<file path="config.mk">
export PLATFORM = sky130hd
export DESIGN_NAME = fbvs_ram
export DESIGN_NICKNAME = d
export VERILOG_FILES = /design/src/sv/fbvs_ram.sv
export SDC_FILE = /design/constraint.sdc
export NUM_CORES = 1
export LEC_CHECK = 0
export ABC_AREA = 1
export BUFFER_PORTS_ARGS = -buffer_cell sky130_fd_sc_hd__buf_4
export CORE_MARGIN = 8
export CORE_UTILIZATION = 35
export DETAILED_ROUTE_END_ITERATION = 12
export PLACE_DENSITY = 0.61
export SLEW_MARGIN = 15
export SYNTH_ARGS = -nofsm -noshare
export SYNTH_HDL_FRONTEND = slang
export SYNTH_SLANG_ARGS = --single-unit
</file>
<file path="constraint.sdc">
create_clock -name i_clk -period 1.9 [get_ports i_clk]
set_input_delay 0.19 -clock i_clk [delete_from_list [all_inputs] [get_ports i_clk]]
set_output_delay 0.19 -clock i_clk [all_outputs]
set_load 0.05 [all_outputs]
</file>
<file path="src/sv/fbvs_ram.sv">
// generic ram: one write port, two registered read ports
module fbvs_ram #(
    parameter int WIDTH = 12,
    parameter int DEPTH = 32
) (
    input  logic                     i_clk,
    input  logic                     i_we,
    input  logic [$clog2(DEPTH)-1:0] i_waddr,
    input  logic [WIDTH-1:0]         i_wdata,
    input  logic                     i_re,
    input  logic [$clog2(DEPTH)-1:0] i_raddr_a,
    input  logic [$clog2(DEPTH)-1:0] i_raddr_b,
    output logic [WIDTH-1:0]         o_rdata_a,
    output logic [WIDTH-1:0]         o_rdata_b
);

    logic [WIDTH-1:0] r_mem [DEPTH];
    logic [WIDTH-1:0] r_rdata_a;
    logic [WIDTH-1:0] r_rdata_b;

    always_ff @(posedge i_clk) begin
        if (i_we) begin
            r_mem[i_waddr] <= i_wdata;
        end
        if (i_re) begin
            r_rdata_a <= r_mem[i_raddr_a];
            r_rdata_b <= r_mem[i_raddr_b];
        end
    end

    assign o_rdata_a = r_rdata_a;
    assign o_rdata_b = r_rdata_b;

endmodule

</file>
==> results.json <==
{
  "status": "finished clean",
  "reg2reg_to": "o_rdata_b[2]",
  "ys_warn_count": 0,
  "stdcell_count": 3120,
  "worstMarginPinSlew_ps": 698,
  "cp_slowest_cell": "edfxtp_1",
  "via_per_inst": 5.60,
  "initial_core_util_pct": 35.3,
  "num_rows": 88,
  "coreArea_mm2": 0.0575,
  "synthArstFlopShare_pct": 0,
  "reg2regPathDepth": 8,
  "pin_count": 54,
  "wl_um": 69300,
  "slowest_delay_ps": 590,
  "die_y_um": 257,
  "ctsRootBufferMaster": "clkbuf_16",
  "track_usage_pct": 20.2,
  "vdd_drop_max_v": 0.000744,
  "ctsHoldBuffers": 0,
  "drive_gt1_share_pct": 9.39,
  "endpoint_kind": "output port",
  "setup_tns_ps": 0,
  "synth_edf_count": 408,
  "skew_ps": 13.6,
  "cp_num_buf_inv": 1,
  "area_delta_synth_final_pct": 15.3,
  "power.density_mw_per_mm2": 915,
  "worstPathCellList": "buf_4",
  "final.period_utilization_pct": 85.0,
  "fmax_mhz": 619,
  "syn_nets": 2313,
  "min_from": "i_wdata[1]",
  "cts_sinks": 408,
  "postCtsResizedCells": 0,
  "hold_class": "input port to flip-flop",
  "yosysTopAreaCell": "edfxtp_1",
  "dpl.hpwl_um": 42200,
  "avgSynthCellArea_um2": 8.88,
  "min_to": "r_mem[2][1]",
  "ys_types": 11,
  "path_delay_family": "flip-flops",
  "fin_hold_ws_ps": 68.7,
  "rsz0062_at_grt": "no",
  "drt.antenna.violating_nets": 0,
  "io_buffer_count": 53,
  "period_needed_ps": 1620,
  "fillers": 5596,
  "clkLatencyLatePin_ps": 560,
  "grt_pass1_wl_um": 103000,
  "place.gp.congestion": 0.881,
  "maxCapViolations": 0,
  "clkTransAtPathRegs_ps": 60,
  "drcViolationCount": 0,
  "numCtsBuffers": 43,
  "grt_max_degree": 95,
  "r2r-start": "r_mem[25][2]",
  "cts_tree": "built",
  "drt_pass1_iterations": 6,
  "die-area_mm2": 0.0659,
  "syn-instance-count": 2283,
  "drt_iter0_drc": 2244,
  "nets": 2350,
  "r2r_setup_slack_ps": 370,
  "synth-main-ff-cell": "edfxtp_1",
  "crit_required_ps": 1710,
  "cp-start-kind": "flip-flop",
  "die_w_um": 257,
  "slew_headroom_pct": 53.4,
  "critPathKind": "flip-flop to output port",
  "yosys.area.top_type_share_pct": 60.4,
  "antenna_found_initial": 2,
  "arrival_ps": 1430,
  "wl_per_cell_um": 22.2,
  "slew_viol_final": 0,
  "ctsHtreeMaxLevel": 2,
  "dp_cells": 3040,
  "postCtsSetupRepairBufs": 0,
  "synthesis.area_mm2": 0.0203,
  "clockBufferDepth": 3,
  "min_path_cells": 1,
  "setup_viol": 0,
  "cp_max_fo": 1,
  "synth.most_common_cell": "nand2_1",
  "ys_seq_area_share_pct": 60.4,
  "ys_ff_latch": 408,
  "hold_violations": 0,
  "via_count": 17500,
  "synth_common_cells": "nand2_1, nand3_1, edfxtp_1",
  "path_depth": 1,
  "p_leak_nw": 9.34,
  "grt_overflow": 0,
  "grt_pass1_vias": 16400,
  "synth_area_leaders": "edfxtp_1, nand2_1, nand3_1, buf_2, buf_4"
}
-- cell type report --
type | instances | area (µm²) | area share, %
clock buffers | 52 | 1150 | 4.93
clock inverters | 27 | 299 | 1.28
repair buffers | 152 | 1520 | 6.52
well taps | 765 | 957 | 4.10
inverters | 15 | 68.8 | 0.294
diodes | 1 | 2.50 | 0.0107
multi-input cells | 1700 | 7120 | 30.4
flip-flops and latches | 408 | 12300 | 52.4
-- placed cells by master, fill, tap and decap left out, types with 7 or more instances in the layout --
cell type	Yosys	final
nand2_1	1080	1080
nand3_1	588	588
edfxtp_1	408	408
buf_4	32	120
clkbuf_16	0	45
nor2_1	32	32
buf_12	0	30
clkinv_2	0	13
inv_1	11	9
clkinv_1	0	9
clkbuf_1	24	7
bufinv_16	0	7
-- per-stage QoR --
step | total power, mW | util, % | setup slack (ps) | area (µm²)
floorplan | 11.7 | - | 501 | 20300
global placement | 12.7 | 38.1 | 114 | 21900
detailed placement | 12.7 | 38.1 | 92.5 | 21900
CTS | 21.5 | 40.7 | 316 | 23400
global route | 22.0 | 40.7 | 252 | 23400
finish | 21.4 | 40.7 | 284 | 23400
-- power by group --
part | leakage (nW) | internal (mW) | switching, mW | total [mW]
registers | 3.70 | 10.1 | 0.107 | 10.2
clock network | 0.719 | 5.26 | 3.52 | 8.78
logic | 4.92 | 0.692 | 1.72 | 2.42
-- how the worst max path moves through the flow --
| stage | from | endpoint | slack (ps) |
|---|---|---|---|
| final | o_rdata_a[6] | o_rdata_a[6] | 280 |
| after detailed placement | i_raddr_a[1] | o_rdata_a[10] | 90 |
| after global routing | r_mem[25][2] | o_rdata_b[2] | 250 |
| after global placement | i_raddr_a[1] | o_rdata_a[10] | 110 |
| after CTS | o_rdata_a[9] | o_rdata_a[9] | 320 |
| after floorplan | i_waddr[0] | r_mem[0][0] | 500 |
-- state kept, by name (all words and copies together) (netlist names) --
| register | flops |
|---|---|
| o_rdata_a | 12 |
| o_rdata_b | 12 |
| r_mem | 384 |
-- per-layer routing --
layer  vias to the layer above  share of wire [%]  GRT usage, %
li1                       7808                  -             -
met1                      8423                 40          27.0
met2                      1071                 46          32.0
met3                       165                 11          4.56
met4                         0                3.1          6.93
met5                         -                  0             0
-- cells by family after synthesis --
group	synth area share (%)
and+or+nand+nor	35.1
buffers and inverters	4.44
DFF	60.4
Note: power is estimated with default switching activity, not from simulation.
