===== config.mk =====
export PLATFORM = sky130hd
export DESIGN_NAME = fbvs_cfg
export DESIGN_NICKNAME = d
export VERILOG_FILES = /design/src/sv/fbvs_pkg.sv /design/src/sv/fbvs_cfg.sv
export SDC_FILE = /design/constraint.sdc
export NUM_CORES = 1
export LEC_CHECK = 0
export ABC_AREA = 1
export CORE_ASPECT_RATIO = 1.4
export CORE_UTILIZATION = 37
export CTS_CLUSTER_DIAMETER = 150
export CTS_CLUSTER_SIZE = 10
export DETAILED_ROUTE_END_ITERATION = 10
export DONT_BUFFER_PORTS = 1
export GPL_TIMING_DRIVEN = 1
export MAX_ROUTING_LAYER = met4
export PLACE_DENSITY_LB_ADDON = 0.12
export SYNTH_ARGS = -nofsm -noshare
export SYNTH_HDL_FRONTEND = slang
export SYNTH_SLANG_ARGS = --single-unit
export TNS_END_PERCENT = 100

===== constraint.sdc =====
create_clock -name i_clk -period 3.15 [get_ports i_clk]
set_clock_uncertainty 0.2 [all_clocks]
set_input_delay 0.7875 -clock i_clk [delete_from_list [all_inputs] [get_ports i_clk]]
set_output_delay 0.7875 -clock i_clk [all_outputs]
set_load 0.02 [all_outputs]

===== src/sv/fbvs_pkg.sv =====
// shared types and constants for the fabric bandwidth vote scaler
package fbvs_pkg;

    // field widths fixed by the item format
    localparam int VOTE_W     = 4;
    localparam int ROW_W      = 3 * VOTE_W;
    localparam int IDX_W      = 5;
    localparam int CNT_REG_W  = 6;
    localparam int PCT_W      = 16;
    localparam int WORD_W     = 16;
    localparam int IN_DATA_W  = 24;
    localparam int APB_DATA_W = 32;
    localparam int APB_ADDR_W = 3;

    // row layout: hbw 11:8, memss 7:4, gmc 3:0
    localparam int HBW_LSB   = 8;
    localparam int MEMSS_LSB = 4;
    localparam int GMC_LSB   = 0;
    localparam int VALID_BIT = 15;

    // rounding and divide-by-100 through a reciprocal multiply
    // ceil(2^27/100) is exact for every dividend below 2^20
    localparam int SUM_W       = VOTE_W + PCT_W;
    localparam logic [SUM_W-1:0] ROUND_ADD = SUM_W'(50);
    localparam int RECIP_W     = 21;
    localparam logic [RECIP_W-1:0] RECIP_MUL = RECIP_W'(1342178);
    localparam int RECIP_SHIFT = 27;
    localparam int PROD_W      = SUM_W + RECIP_W;
    localparam int QUO_W       = PROD_W - RECIP_SHIFT;

    // reset values of the registers
    localparam logic [CNT_REG_W-1:0] STATE_COUNT_RST = CNT_REG_W'(32);
    localparam logic [PCT_W-1:0]     VOTE_PCT_RST    = PCT_W'(100);

    typedef enum logic [0:0] {
        REG_STATE_COUNT = 1'b0,
        REG_VOTE_PCT    = 1'b1
    } t_reg_idx;

    typedef enum logic [0:0] {
        OP_LOAD = 1'b0,
        OP_VOTE = 1'b1
    } t_opcode;

    typedef struct packed {
        logic [CNT_REG_W-1:0] state_count;
        logic [PCT_W-1:0]     vote_pct;
    } t_cfg;

    // per-stage load enables for the scaling lanes
    typedef struct packed {
        logic s2;
        logic s3;
    } t_lane_en;

endpackage


===== src/sv/fbvs_cfg.sv =====
// apb register file: state count and scale percentage
module fbvs_cfg (
    input  logic                             i_clk,
    input  logic                             i_rst_n,
    input  logic                             psel,
    input  logic                             penable,
    input  logic                             pwrite,
    input  logic [fbvs_pkg::APB_ADDR_W-1:0]  paddr,
    input  logic [fbvs_pkg::APB_DATA_W-1:0]  pwdata,
    output logic [fbvs_pkg::APB_DATA_W-1:0]  prdata,
    output logic                             pready,
    output fbvs_pkg::t_cfg                   o_cfg
);

    import fbvs_pkg::*;

    logic [CNT_REG_W-1:0] r_state_count;
    logic [CNT_REG_W-1:0] n_state_count;
    logic [PCT_W-1:0]     r_vote_pct;
    logic [PCT_W-1:0]     n_vote_pct;
    logic                 wr_fire;
    t_reg_idx             reg_idx;

    assign pready  = 1'b1;
    assign wr_fire = psel & penable & pwrite & pready;
    assign reg_idx = t_reg_idx'(paddr[2]);

    always_comb begin
        n_state_count = r_state_count;
        n_vote_pct    = r_vote_pct;
        prdata        = '0;
        case (reg_idx)
            REG_STATE_COUNT: begin
                prdata = APB_DATA_W'(r_state_count);
                if (wr_fire) begin
                    n_state_count = pwdata[CNT_REG_W-1:0];
                end
            end
            REG_VOTE_PCT: begin
                prdata = APB_DATA_W'(r_vote_pct);
                if (wr_fire) begin
                    n_vote_pct = pwdata[PCT_W-1:0];
                end
            end
            default: begin
                prdata = '0;
            end
        endcase
    end

    always_ff @(posedge i_clk) begin
        if (!i_rst_n) begin
            r_state_count <= STATE_COUNT_RST;
            r_vote_pct    <= VOTE_PCT_RST;
        end else begin
            r_state_count <= n_state_count;
            r_vote_pct    <= n_vote_pct;
        end
    end

    assign o_cfg.state_count = r_state_count;
    assign o_cfg.vote_pct    = r_vote_pct;

endmodule


==> results.cfg <==
[route]
viasPerCell = 4.52
antenna_left = 0
dr.pass1.iters = 4
routed_wl_um = 2560
avgRoutedWirePerCell_um = 11.4
route.detailed.drc = 0
drt_iter0_drc = 20
dr_total_vias = 1018

[yosys]
synth-edff-count = 0
yosys_most_used_dff = dfxtp_1
synth_top_area_share_pct = 35.8
ys_seq_area_share_pct = 35.8
ys_types = 16
ys_ff_latch = 22
postSynthAreaPerCell_um2 = 6.33
syn_area_mm2 = 0.00123
yosys.area.top_type = dfxtp_1
ys_async_sr_fraction_pct = 0
ys.warnings.count = 0
ys_top_cells_by_area = dfxtp_1 36%, nand2_1 17%, buf_4 11%
synth_cells = 194

[sta]
hold_viol_final = 0
slew_viol_final = 0
tns_ns = 0
fmaxAchievable_mhz = 469
period_share_pct = 67.7
rsz0062_at_grt = no
setup-violations-final = 0
hold_slack_ns = 0.385
min_period_ns = 2.13

[floorplan]
core_area_mm2 = 0.00315
die_h_um = 70.2
start_util_pct = 39.0
rows = 24
die_area_mm2 = 0.00356
ioPinCount = 95
die_w_um = 50.7

[grt]
grt_pass1_wl_um = 4110
grt_max_degree = 34
antenna_found_initial = 0
grt_pass1_vias = 952
grt_remaining_overflow = 0
grt_usage_pct = 15.5

[hold_path]
hp-class = reg -> reg
min_from = r_vote_pct[2]

[worst_setup_path]
slowest_delay_ns = 0.18
crit_chain = inv_4 > nand2_1 > nand2_1
critPathCaptureType = primary output
timing.rr.start = r_vote_pct[1]
crit_start = paddr[2]
worstSetupStartpointType = primary input
critPathSlowestCell = nand2_1
cp_num_buf_inv = 1
path_delay_family = simple AND/OR/NAND/NOR gates
crit_fanout = 33
required_ns = 2.16
path_class = in -> out
critPathMostFrequentCell = nand2_1
crit_arrival_ns = 1.14

[clocking]
tritoncts = done
clkSinkCount = 22
cts_hold_buf = 0
clock_latency_ns = 0.26
cts.repair.resized = 0
clk_pin_slew_ns = 0.07
cts-root-buf = clkbuf_8
cts_buffers = 3
htreeDepth = 1
cts.path.max_buffers = 2
postCtsSetupRepairBufs = 0

[placed_design]
portBuffers = 0
gp_congestion = 0.731
place_area_mm2 = 0.00115
post-dp-hpwl_um = 1820

[cells_and_area]
postLayoutCellArea_mm2 = 0.00119
final_util_pct = 37.7
final_common_cell = nand2_1
nNetsFinal = 228
areaGrowthSynthToFinish_pct = -3.16
drive_gt1_share_pct = 4.30
layout_common_cells = 55 x nand2_1, 36 x nor2_1, 25 x inv_1, 22 x nand3_1, 22 x dfxtp_1
diodes = 0

[status]
outcome = finished, final reports clean

[power_and_ir_drop]
ir_drop_v = 0.000199
power_density_mw_per_mm2 = 462
p_leak_uw = 0.000656

[run]
maxCapViolations = 0
[through the flow]
step           std cells  setup slack (ns)  total power [uW]
2_1_floorplan        209             0.793               403
3_3_place_gp         222              1.02               384
3_5_place_dp         222              1.02               384
4_1_cts              225              1.02               562
5_1_grt              225             0.962               583
6_report             225              1.02               549
[routing by layer]
layer | up-vias | global-route usage (%) | wire [um]
li1 | 527 | - | -
met1 | 441 | 16.4 | 1020
met2 | 46 | 27.6 | 1370
met3 | 4 | 3.49 | 132
met4 | 0 | 5.56 | 31
met5 | - | - | 0
[state kept, by name, indices dropped and copies added (netlist names)]
name and count:
r_state_count 6, r_vote_pct 16
[logic make-up (layout without fill, tap and decap cells)]
| group | after synthesis | after routing | share of synthesized area, % |
|---|---|---|---|
| compound gates | 1 | 1 | 0.407 |
| buf+inv | 52 | 29 | 23.2 |
| flops | 22 | 22 | 35.8 |
| other cells | 2 | 17 | 0.611 |
| simple gates | 117 | 117 | 39.9 |
[power by group]
part	leakage, uW	switching, uW	internal [uW]
Clock	0.0000216	86.7	85.2
Combinational	0.000456	53.2	16.3
Sequential	0.000179	20.4	288
Total	0.000656	160	389
[worst reg2reg max path, cell delays in order (launching register included)]
cell,delay (ns)
dfxtp_1,0.48
nor2_1,0.09
nor2_1,0.10
[synth_stat cells (2+ instances only)]
master,n
buf_2,4
nor2_1,36
nand2_1,55
buf_4,18
nand3_1,22
nor2_4,2
buf_6,2
conb_1,2
dfxtp_1,22
inv_1,25
[area by class of cell]
class	instances	area, um^2
sequential	22	440
inverter	26	100
multi-input combinational	135	559
clock buffer	3	41.3
fill	372	1960
tap	39	48.8
[path summary, 6_finish.rpt]
check	cells past startpoint	slack, ns	end
worst min-delay path	2	0.39	r_vote_pct[2]
worst max register to register	2	2.22	r_vote_pct[1]
worst max-delay path	3	1.02	prdata[2]
worst min register to register	2	0.39	r_vote_pct[2]
No activity file was read; power rests on OpenSTA's default activity.
