--- src/sv/fbvs_pkg.sv ---
// shared types and constants for the fabric bandwidth vote scaler
package fbvs_pkg;

    // field widths fixed by the item format
    localparam int VOTE_W     = 4;
    localparam int ROW_W      = 3 * VOTE_W;
    localparam int IDX_W      = 5;
    localparam int CNT_REG_W  = 6;
    localparam int PCT_W      = 16;
    localparam int WORD_W     = 16;
    localparam int IN_DATA_W  = 24;
    localparam int APB_DATA_W = 32;
    localparam int APB_ADDR_W = 3;

    // row layout: hbw 11:8, memss 7:4, gmc 3:0
    localparam int HBW_LSB   = 8;
    localparam int MEMSS_LSB = 4;
    localparam int GMC_LSB   = 0;
    localparam int VALID_BIT = 15;

    // rounding and divide-by-100 through a reciprocal multiply
    // ceil(2^27/100) is exact for every dividend below 2^20
    localparam int SUM_W       = VOTE_W + PCT_W;
    localparam logic [SUM_W-1:0] ROUND_ADD = SUM_W'(50);
    localparam int RECIP_W     = 21;
    localparam logic [RECIP_W-1:0] RECIP_MUL = RECIP_W'(1342178);
    localparam int RECIP_SHIFT = 27;
    localparam int PROD_W      = SUM_W + RECIP_W;
    localparam int QUO_W       = PROD_W - RECIP_SHIFT;

    // reset values of the registers
    localparam logic [CNT_REG_W-1:0] STATE_COUNT_RST = CNT_REG_W'(32);
    localparam logic [PCT_W-1:0]     VOTE_PCT_RST    = PCT_W'(100);

    typedef enum logic [0:0] {
        REG_STATE_COUNT = 1'b0,
        REG_VOTE_PCT    = 1'b1
    } t_reg_idx;

    typedef enum logic [0:0] {
        OP_LOAD = 1'b0,
        OP_VOTE = 1'b1
    } t_opcode;

    typedef struct packed {
        logic [CNT_REG_W-1:0] state_count;
        logic [PCT_W-1:0]     vote_pct;
    } t_cfg;

    // per-stage load enables for the scaling lanes
    typedef struct packed {
        logic s2;
        logic s3;
    } t_lane_en;

endpackage

--- src/sv/fbvs_lane.sv ---
// one vote lane: scale, round, divide by 100 and clamp
module fbvs_lane (
    input  logic                         i_clk,
    input  fbvs_pkg::t_lane_en           i_en,
    input  logic [fbvs_pkg::PCT_W-1:0]   i_pct,
    input  logic [fbvs_pkg::VOTE_W-1:0]  i_vote,
    input  logic [fbvs_pkg::VOTE_W-1:0]  i_limit,
    output logic [fbvs_pkg::VOTE_W-1:0]  o_result
);

    import fbvs_pkg::*;

    logic [SUM_W-1:0]  r_sum;
    logic [SUM_W-1:0]  n_sum;
    logic [VOTE_W-1:0] r_lim2;
    logic [PROD_W-1:0] r_prod;
    logic [PROD_W-1:0] n_prod;
    logic [VOTE_W-1:0] r_lim3;
    logic [QUO_W-1:0]  quo;

    // v*p + 50
    assign n_sum = SUM_W'(i_vote) * SUM_W'(i_pct) + ROUND_ADD;
    // reciprocal multiply, quotient is the top bits
    assign n_prod = PROD_W'(r_sum) * PROD_W'(RECIP_MUL);

    always_ff @(posedge i_clk) begin
        if (i_en.s2) begin
            r_sum  <= n_sum;
            r_lim2 <= i_limit;
        end
        if (i_en.s3) begin
            r_prod <= n_prod;
            r_lim3 <= r_lim2;
        end
    end

    assign quo      = r_prod[PROD_W-1:RECIP_SHIFT];
    assign o_result = (quo > QUO_W'(r_lim3)) ? r_lim3 : quo[VOTE_W-1:0];

endmodule

--- config.mk ---
export PLATFORM = sky130hd
export DESIGN_NAME = fbvs_lane
export DESIGN_NICKNAME = d
export VERILOG_FILES = /design/src/sv/fbvs_pkg.sv /design/src/sv/fbvs_lane.sv
export SDC_FILE = /design/constraint.sdc
export NUM_CORES = 1
export LEC_CHECK = 0
export BUFFER_PORTS_ARGS = -buffer_cell sky130_fd_sc_hd__buf_2
export CAP_MARGIN = 10
export CORE_MARGIN = 4
export CORE_UTILIZATION = 45
export CTS_BUF_LIST = sky130_fd_sc_hd__clkbuf_8 sky130_fd_sc_hd__clkbuf_16
export CTS_CLUSTER_SIZE = 24
export DETAILED_ROUTE_END_ITERATION = 10
export PLACE_DENSITY = 0.61
export SYNTH_ARGS = -nofsm -noshare
export SYNTH_HDL_FRONTEND = slang
export SYNTH_SLANG_ARGS = --single-unit
--- constraint.sdc ---
create_clock -name i_clk -period 7.6 [get_ports i_clk]
set_clock_uncertainty 0.2 [all_clocks]
set_input_delay 0.76 -clock i_clk [delete_from_list [all_inputs] [get_ports i_clk]]
set_output_delay 0.76 -clock i_clk [all_outputs]
set_load 0.05 [all_outputs]
==> results.py, run 1 <==
metrics = {
    "outcome": {
        "status": "finished clean",
    },
    "drt": {
        "drc_errors": 0,
        "via_per_inst": 4.94,
        "dr.first_iter.drc_count": 252,
        "drt_pre_antenna_iters": 4,
        "antenna_left": 0,
        "via_count": 7098,
        "wl_per_cell_microns": 15.0,
        "totalWireLength_mm": 21.5,
    },
    "floorplanning": {
        "pin_count": 31,
        "fp-row-count": 56,
        "start_util_pct": 46.2,
        "floorplan.die.width_microns": 164,
        "design.die.area_sq_um": 27000,
        "coreArea_sq_um": 23800,
        "die_h_microns": 164,
    },
    "synth": {
        "synth-edff-count": 42,
        "mapped_avg_cell_area_sq_um": 10.1,
        "synth_cell_types": 48,
        "netlist_area_sq_um": 11000,
        "synth_sequential_area_ratio_pct": 11.5,
        "netlist_top_cells_count": "sky130_fd_sc_hd__inv_1, sky130_fd_sc_hd__ha_1, sky130_fd_sc_hd__fa_1, sky130_fd_sc_hd__nand2_1, sky130_fd_sc_hd__edfxtp_1",
        "synth-main-ff-cell": "sky130_fd_sc_hd__edfxtp_1",
        "mapped_cells": 1086,
        "postSynthRegisterBits": 42,
        "yosysTopAreaCell": "sky130_fd_sc_hd__fa_1",
        "synthesis.nets": 1550,
        "synth.yosys.warnings": 0,
        "synth.most_common_cell": "sky130_fd_sc_hd__inv_1",
        "postSynth.asyncResetShare_pct": 0,
        "ys_top_cells_by_area": "sky130_fd_sc_hd__fa_1, sky130_fd_sc_hd__ha_1, sky130_fd_sc_hd__edfxtp_1",
        "synth_top_area_share_pct": 31.6,
    },
    "grt": {
        "grt_start_max_net_pins": 25,
        "globalRouteOverflowTotal": 0,
        "grt_first_pass_wirelength_mm": 36.0,
        "antenna_found_initial": 0,
        "grt_util_all_layers_pct": 16.7,
        "number_of_global_route_vias_before_repair": 7426,
    },
    "place": {
        "placed_area_sq_um": 11500,
        "detailedPlace.worstSlack_ns": 0.814,
        "port_buffers": 30,
        "dp_hpwl_mm": 19.5,
        "place_congestion": 0.885,
    },
    "finish": {
        "final.fill_count": 2237,
        "final_nets": 1580,
        "drive_above_1_share_pct": 4.30,
        "layout.cell_area.non_filler_sq_um": 11600,
        "antenna_cells": 0,
        "area_growth_pct": 5.99,
    },
    "critical_path": {
        "rr_startpoint": "r_sum[8]$_DFFE_PP_",
        "cp.required_ns": 7.44,
        "critical_path.endpoint": "r_prod[40]$_DFFE_PP_",
        "critical-path-max-stage-delay_ns": 0.59,
        "worstSetupEndpointType": "register",
        "critical_path_arrival_ns": 6.60,
        "worst_path_most_repeated_cell": "sky130_fd_sc_hd__fa_1",
        "critPathKind": "register to register",
        "timing.critical_path.cells": "ha_1 > inv_1 > fa_1 > fa_1 > fa_1 > inv_1 > fa_1 > fa_1 > inv_1 > fa_1 > inv_1 > ha_1 > nand4_1 > or4b_1 > a2bb2oi_2 > a211oi_2 > or3_1 > a31oi_1 > xnor2_1",
        "r2r_setup_slack_ns": 0.84,
        "cp-startpoint": "r_sum[8]$_DFFE_PP_",
        "worst_r2r_path_depth": 19,
        "path_max_fanout": 9,
        "timing.rr.end": "r_prod[40]$_DFFE_PP_",
        "cp-start-kind": "register",
        "cp_slowest_cell": "sky130_fd_sc_hd__edfxtp_1",
    },
    "clocking": {
        "hold_fix_buffers_cts": 0,
        "clock_transition_at_the_register_clock_pins_on_the_worst_setup_and_hold_paths_after_cts_ns": 0.06,
        "clk_root_buffer_cell": "sky130_fd_sc_hd__clkbuf_16",
        "cts-htree-levels": 2,
        "cts.repair.resized": 0,
        "cts_tree": "yes",
        "cts.sinks": 42,
        "numCtsBuffers": 5,
        "cts_post_setup_buffers_inserted": 0,
        "clk-insertion-delay-late_ns": 0.28,
        "cts_buffer_depth": 2,
    },
    "timing": {
        "timing.hold.ws_ns": 0.222,
        "worst_pin_slew_ns": 0.649,
        "finalCriticalPeriod_ns": 6.76,
        "max_freq_ghz": 0.148,
        "setup_repair_after_global_routing_missed_its_margin": "no",
        "slew-limit-headroom_pct": 56.8,
        "timing.final.max_slew_violations": 0,
        "fin_setup_tns_ns": 0,
        "final.period_utilization_pct": 89.0,
        "finalHoldViolCount": 0,
        "postLayoutSetupSlackWorst_ns": 0.838,
        "setup_viol_count_final": 0,
    },
    "job": {
        "drv_cap": 0,
    },
    "worst_hold_path": {
        "holdPathStages": 0,
        "min_path_type": "register to register",
    },
}
flip-flops by register name, summed over array words and instances (netlist names):
register,count
r_lim3,4
r_prod,14
r_sum,20
r_lim2,4
cell type report:
cell class / count / area (sq um) / area share (%)
Clock inverter: 3 / 12.5 / 0.108
Timing Repair Buffer: 31 / 158 / 1.36
Tap cell: 319 / 399 / 3.43
Sequential cell: 42 / 1260 / 10.8
Clock buffer: 5 / 125 / 1.08
Inverter: 302 / 1130 / 9.75
Multi-Input combinational cell: 734 / 8540 / 73.4
through the flow:
stage	utilization [%]	cells
after floorplan	-	1086
after global placement	48.4	1428
after detailed placement	48.4	1428
after CTS	49.0	1436
after global routing	49.0	1436
final	49.0	1436
worst min-delay path by stage:
| stage | from | to | slack (ns) |
|---|---|---|---|
| 3_3_place_gp | r_lim2[1]$_DFFE_PP_ | r_lim3[1]$_DFFE_PP_ | 0.20 |
| 3_5_place_dp | r_lim2[0]$_DFFE_PP_ | r_lim3[0]$_DFFE_PP_ | 0.21 |
| 4_1_cts | r_lim2[0]$_DFFE_PP_ | r_lim3[0]$_DFFE_PP_ | 0.22 |
| 6_report | r_lim2[0]$_DFFE_PP_ | r_lim3[0]$_DFFE_PP_ | 0.22 |
| 2_1_floorplan | r_lim2[0]$_DFFE_PP_ | r_lim3[0]$_DFFE_PP_ | 0.20 |
| 5_1_grt | r_lim2[0]$_DFFE_PP_ | r_lim3[0]$_DFFE_PP_ | 0.24 |
cell usage in the layout, fill, tap and decap left out, types with 3 or more instances in the layout:
cell type                   Yosys  final
sky130_fd_sc_hd__a211oi_2       3      3
sky130_fd_sc_hd__ha_1         264    264
sky130_fd_sc_hd__xor2_1        11     11
sky130_fd_sc_hd__nor3_1         8      8
sky130_fd_sc_hd__nand3_1        7      7
sky130_fd_sc_hd__and2_1        24     24
sky130_fd_sc_hd__fa_1         173    173
sky130_fd_sc_hd__a31oi_1        4      4
sky130_fd_sc_hd__a21oi_1       31     31
sky130_fd_sc_hd__o21a_1         5      5
sky130_fd_sc_hd__inv_1        302    303
sky130_fd_sc_hd__xnor2_1       17     17
sky130_fd_sc_hd__nand2_1       67     67
sky130_fd_sc_hd__a21o_1        18     18
sky130_fd_sc_hd__edfxtp_1      42     42
sky130_fd_sc_hd__nand4_1        3      3
sky130_fd_sc_hd__buf_2          0     30
sky130_fd_sc_hd__clkbuf_16      0      5
sky130_fd_sc_hd__nor2b_1        8      8
sky130_fd_sc_hd__and3_1         4      4
sky130_fd_sc_hd__nor4_1         4      4
sky130_fd_sc_hd__nand2b_1       5      5
sky130_fd_sc_hd__o21ai_0       23     23
sky130_fd_sc_hd__mux2_2         4      4
sky130_fd_sc_hd__nor2_1        20     20
kinds of logic after synthesis:
| group | Yosys count | synth area share [%] |
|---|---|---|
| AO/OA/AOI/OAI | 108 | 6.61 |
| XOR/XNOR | 28 | 2.23 |
| adder cells (fa/ha/maj) | 437 | 61.7 |
| buffers and inverters | 310 | 10.7 |
| flip-flops | 42 | 11.5 |
| multiplexers | 4 | 0.410 |
| AND/OR/NAND/NOR | 157 | 6.92 |
critical path, delay by kind of cell, from the launching register on:
family                     cells  cell delay (ns)
DFF                            1             0.59
AOI/OAI and AO/OA              3             0.75
buffers and inverters          4             0.19
adders and majority gates      8             3.66
and+or+nand+nor                3             0.97
xor gates and xnor gates       1             0.14
per-layer routing:
layer	global-route usage, %	vias up	part of all wire [%]
met5	0	-	0
li1	-	3522	-
met3	1.25	26	1.7
met2	28.2	54	49
met4	4.46	0	2.1
met1	23.3	3496	47
Power of run 1 is not shown: default switching activity piles up to over one toggle a cycle in this logic, so the estimate is an artifact.
==> run 2, diff against run 1 <==
--- a/config.mk
+++ b/config.mk
@@ -8,11 +8,11 @@
 export BUFFER_PORTS_ARGS = -buffer_cell sky130_fd_sc_hd__buf_2
 export CAP_MARGIN = 10
 export CORE_MARGIN = 4
-export CORE_UTILIZATION = 45
+export CORE_UTILIZATION = 60
 export CTS_BUF_LIST = sky130_fd_sc_hd__clkbuf_8 sky130_fd_sc_hd__clkbuf_16
 export CTS_CLUSTER_SIZE = 24
 export DETAILED_ROUTE_END_ITERATION = 10
-export PLACE_DENSITY = 0.61
+export PLACE_DENSITY = 0.77
 export SYNTH_ARGS = -nofsm -noshare
 export SYNTH_HDL_FRONTEND = slang
 export SYNTH_SLANG_ARGS = --single-unit
==> run 2 against run 1 <==
  * Count of clock-buffer cells in the layout is the same
  * Critical path depth unchanged
  * Final area fell by 0.98%
  * Utilization up 15 points
  * First-iteration DRC count is 15% higher
==> results.py, run 2 (same netlist as run 1, synthesis figures left out) <==
metrics = {
    "drt": {
        "totalWireLength_mm": 21.3,
        "dr.first_iter.drc_count": 291,
        "via_per_inst": 5.40,
        "wl_per_cell_microns": 15.8,
        "via_count": 7275,
        "drt_pre_antenna_iters": 5,
        "antenna_left": 0,
        "drc_errors": 0,
    },
    "clocking": {
        "cts.repair.resized": 0,
        "cts_post_setup_buffers_inserted": 0,
        "numCtsBuffers": 5,
        "clock_transition_at_the_register_clock_pins_on_the_worst_setup_and_hold_paths_after_cts_ns": 0.06,
        "cts.sinks": 42,
        "clk-insertion-delay-late_ns": 0.28,
        "cts_buffer_depth": 2,
        "clk_root_buffer_cell": "sky130_fd_sc_hd__clkbuf_16",
        "cts-htree-levels": 2,
        "cts_tree": "yes",
        "hold_fix_buffers_cts": 0,
    },
    "critical_path": {
        "timing.critical_path.buf_inv": 4,
        "timing.rr.end": "r_prod[40]$_DFFE_PP_",
        "cp.required_ns": 7.43,
        "worst_r2r_path_depth": 19,
        "rr_startpoint": "r_sum[9]$_DFFE_PP_",
        "worst_path_most_repeated_cell": "sky130_fd_sc_hd__fa_1",
        "cp-start-kind": "register",
        "cp_slowest_cell": "sky130_fd_sc_hd__edfxtp_1",
        "timing.critical_path.cells": "ha_1 > inv_1 > fa_1 > fa_1 > fa_1 > inv_1 > fa_1 > fa_1 > inv_1 > fa_1 > inv_1 > ha_1 > nand4_1 > or4b_1 > a2bb2oi_2 > a211oi_2 > or3_1 > a31oi_1 > xnor2_1",
        "cp_top_family": "adder cells",
        "path_max_fanout": 9,
        "r2r_setup_slack_ns": 0.78,
        "critical-path-max-stage-delay_ns": 0.60,
        "critPathKind": "register to register",
        "worstSetupEndpointType": "register",
        "critical_path_arrival_ns": 6.65,
    },
    "place": {
        "placed_insts": 1338,
        "place_congestion": 0.943,
        "port_buffers": 30,
        "dp_hpwl_mm": 19.1,
    },
    "grt": {
        "grt_util_all_layers_pct": 22.3,
        "antenna_found_initial": 0,
        "number_of_global_route_vias_before_repair": 7794,
        "grt_start_max_net_pins": 25,
        "grt_first_pass_wirelength_mm": 36.5,
        "globalRouteOverflowTotal": 0,
    },
    "floorplanning": {
        "start_util_pct": 61.1,
        "pin_count": 31,
        "coreArea_sq_um": 18000,
        "fp-row-count": 49,
        "floorplan.die.width_microns": 143,
        "design.die.area_sq_um": 20500,
        "die_h_microns": 143,
    },
    "worst_hold_path": {
        "origin_of_the_worst_min_delay_path": "r_lim2[2]$_DFFE_PP_",
        "hold_path_end": "r_lim3[2]$_DFFE_PP_",
        "min_path_type": "register to register",
        "holdPathStages": 0,
    },
    "finish": {
        "layout.cells.most_common": "sky130_fd_sc_hd__inv_1",
        "antenna_cells": 0,
        "largest-register": "r_sum",
        "area_growth_pct": 4.95,
        "largest_register_ffs": 20,
        "drive_above_1_share_pct": 4.21,
        "final_cell_mix": "sky130_fd_sc_hd__inv_1, sky130_fd_sc_hd__ha_1, sky130_fd_sc_hd__fa_1, sky130_fd_sc_hd__nand2_1, sky130_fd_sc_hd__edfxtp_1",
        "largest_registers": "r_sum x20, r_prod x14",
        "final_nets": 1580,
        "cell_count_final_fillers_out": 1346,
    },
    "timing": {
        "fin_setup_tns_ns": 0,
        "setup_viol_count_final": 0,
        "timing.final.max_slew_violations": 0,
        "finalHoldViolCount": 0,
        "final.period_utilization_pct": 89.7,
        "finalCriticalPeriod_ns": 6.82,
        "worst_pin_slew_ns": 0.628,
        "slew-limit-headroom_pct": 58.1,
        "setup_repair_after_global_routing_missed_its_margin": "no",
        "max_freq_ghz": 0.147,
    },
    "job": {
        "drv_cap": 0,
    },
    "outcome": {
        "status": "finished clean",
    },
}
[run 2: cell types whose count changed in the layout (fill, tap and decap cells not counted), sizes merged]
| cell | change |
|---|---|
| inv | -1 |
| clkinv | +1 |
[run 2: worst max path at each step]
| stage | to | start | slack (ns) | cells past startpoint |
|---|---|---|---|---|
| after CTS | r_prod[32]$_DFFE_PP_ | r_sum[9]$_DFFE_PP_ | 0.83 | 19 |
| after floorplan | r_prod[39]$_DFFE_PP_ | r_sum[12]$_DFFE_PP_ | 1.33 | 20 |
| after global placement | r_prod[40]$_DFFE_PP_ | r_sum[8]$_DFFE_PP_ | 0.94 | 19 |
| final | r_prod[40]$_DFFE_PP_ | r_sum[9]$_DFFE_PP_ | 0.78 | 19 |
| after detailed placement | r_prod[40]$_DFFE_PP_ | r_sum[9]$_DFFE_PP_ | 0.82 | 19 |
| after global routing | r_prod[39]$_DFFE_PP_ | r_sum[4]$_DFFE_PP_ | 0.55 | 21 |
[run 2: layer usage]
layer	wire length, microns	vias up	track usage [%]
met3	411	28	1.37
li1	-	3526	-
met1	9350	3637	29.3
met2	11100	84	40.3
met5	0	-	0
met4	432	0	5.65
[run 2: final cells by class]
class                   instances  area (sq um)
clock buffers                   5           125
clock inverters                 3          11.3
fillers                      1425          6450
inverters                     302          1130
multi-input cells             734          8540
flip-flops and latches         42          1260
well taps                     229           287
repair buffers                 31           158
[run 2: metrics by stage]
| step | cell area, sq um | utilization (%) | setup slack, ns | hold WS (ns) |
|---|---|---|---|---|
| CTS | 11500 | 64.1 | 0.832 | 0.219 |
| finish | 11500 | 64.1 | 0.780 | 0.223 |
| global route | 11500 | 64.1 | 0.550 | 0.232 |
| floorplan | 11000 | - | 1.33 | 0.200 |
| detailed placement | 11400 | 63.4 | 0.822 | 0.205 |
| global placement | 11400 | 63.4 | 0.938 | 0.201 |
[run 2: worst register-to-register path, stage by stage (launching register included)]
cell and delay (ns):
sky130_fd_sc_hd__edfxtp_1 0.60, sky130_fd_sc_hd__ha_1 0.38, sky130_fd_sc_hd__inv_1 0.06, sky130_fd_sc_hd__fa_1 0.50, sky130_fd_sc_hd__fa_1 0.44, sky130_fd_sc_hd__fa_1 0.55, sky130_fd_sc_hd__inv_1 0.05, sky130_fd_sc_hd__fa_1 0.46
sky130_fd_sc_hd__fa_1 0.55, sky130_fd_sc_hd__inv_1 0.05, sky130_fd_sc_hd__fa_1 0.49, sky130_fd_sc_hd__inv_1 0.04, sky130_fd_sc_hd__ha_1 0.34, sky130_fd_sc_hd__nand4_1 0.12, sky130_fd_sc_hd__or4b_1 0.50, sky130_fd_sc_hd__a2bb2oi_2 0.16
sky130_fd_sc_hd__a211oi_2 0.44, sky130_fd_sc_hd__or3_1 0.36, sky130_fd_sc_hd__a31oi_1 0.15, sky130_fd_sc_hd__xnor2_1 0.14
Power of run 2 is left out for the same reason.
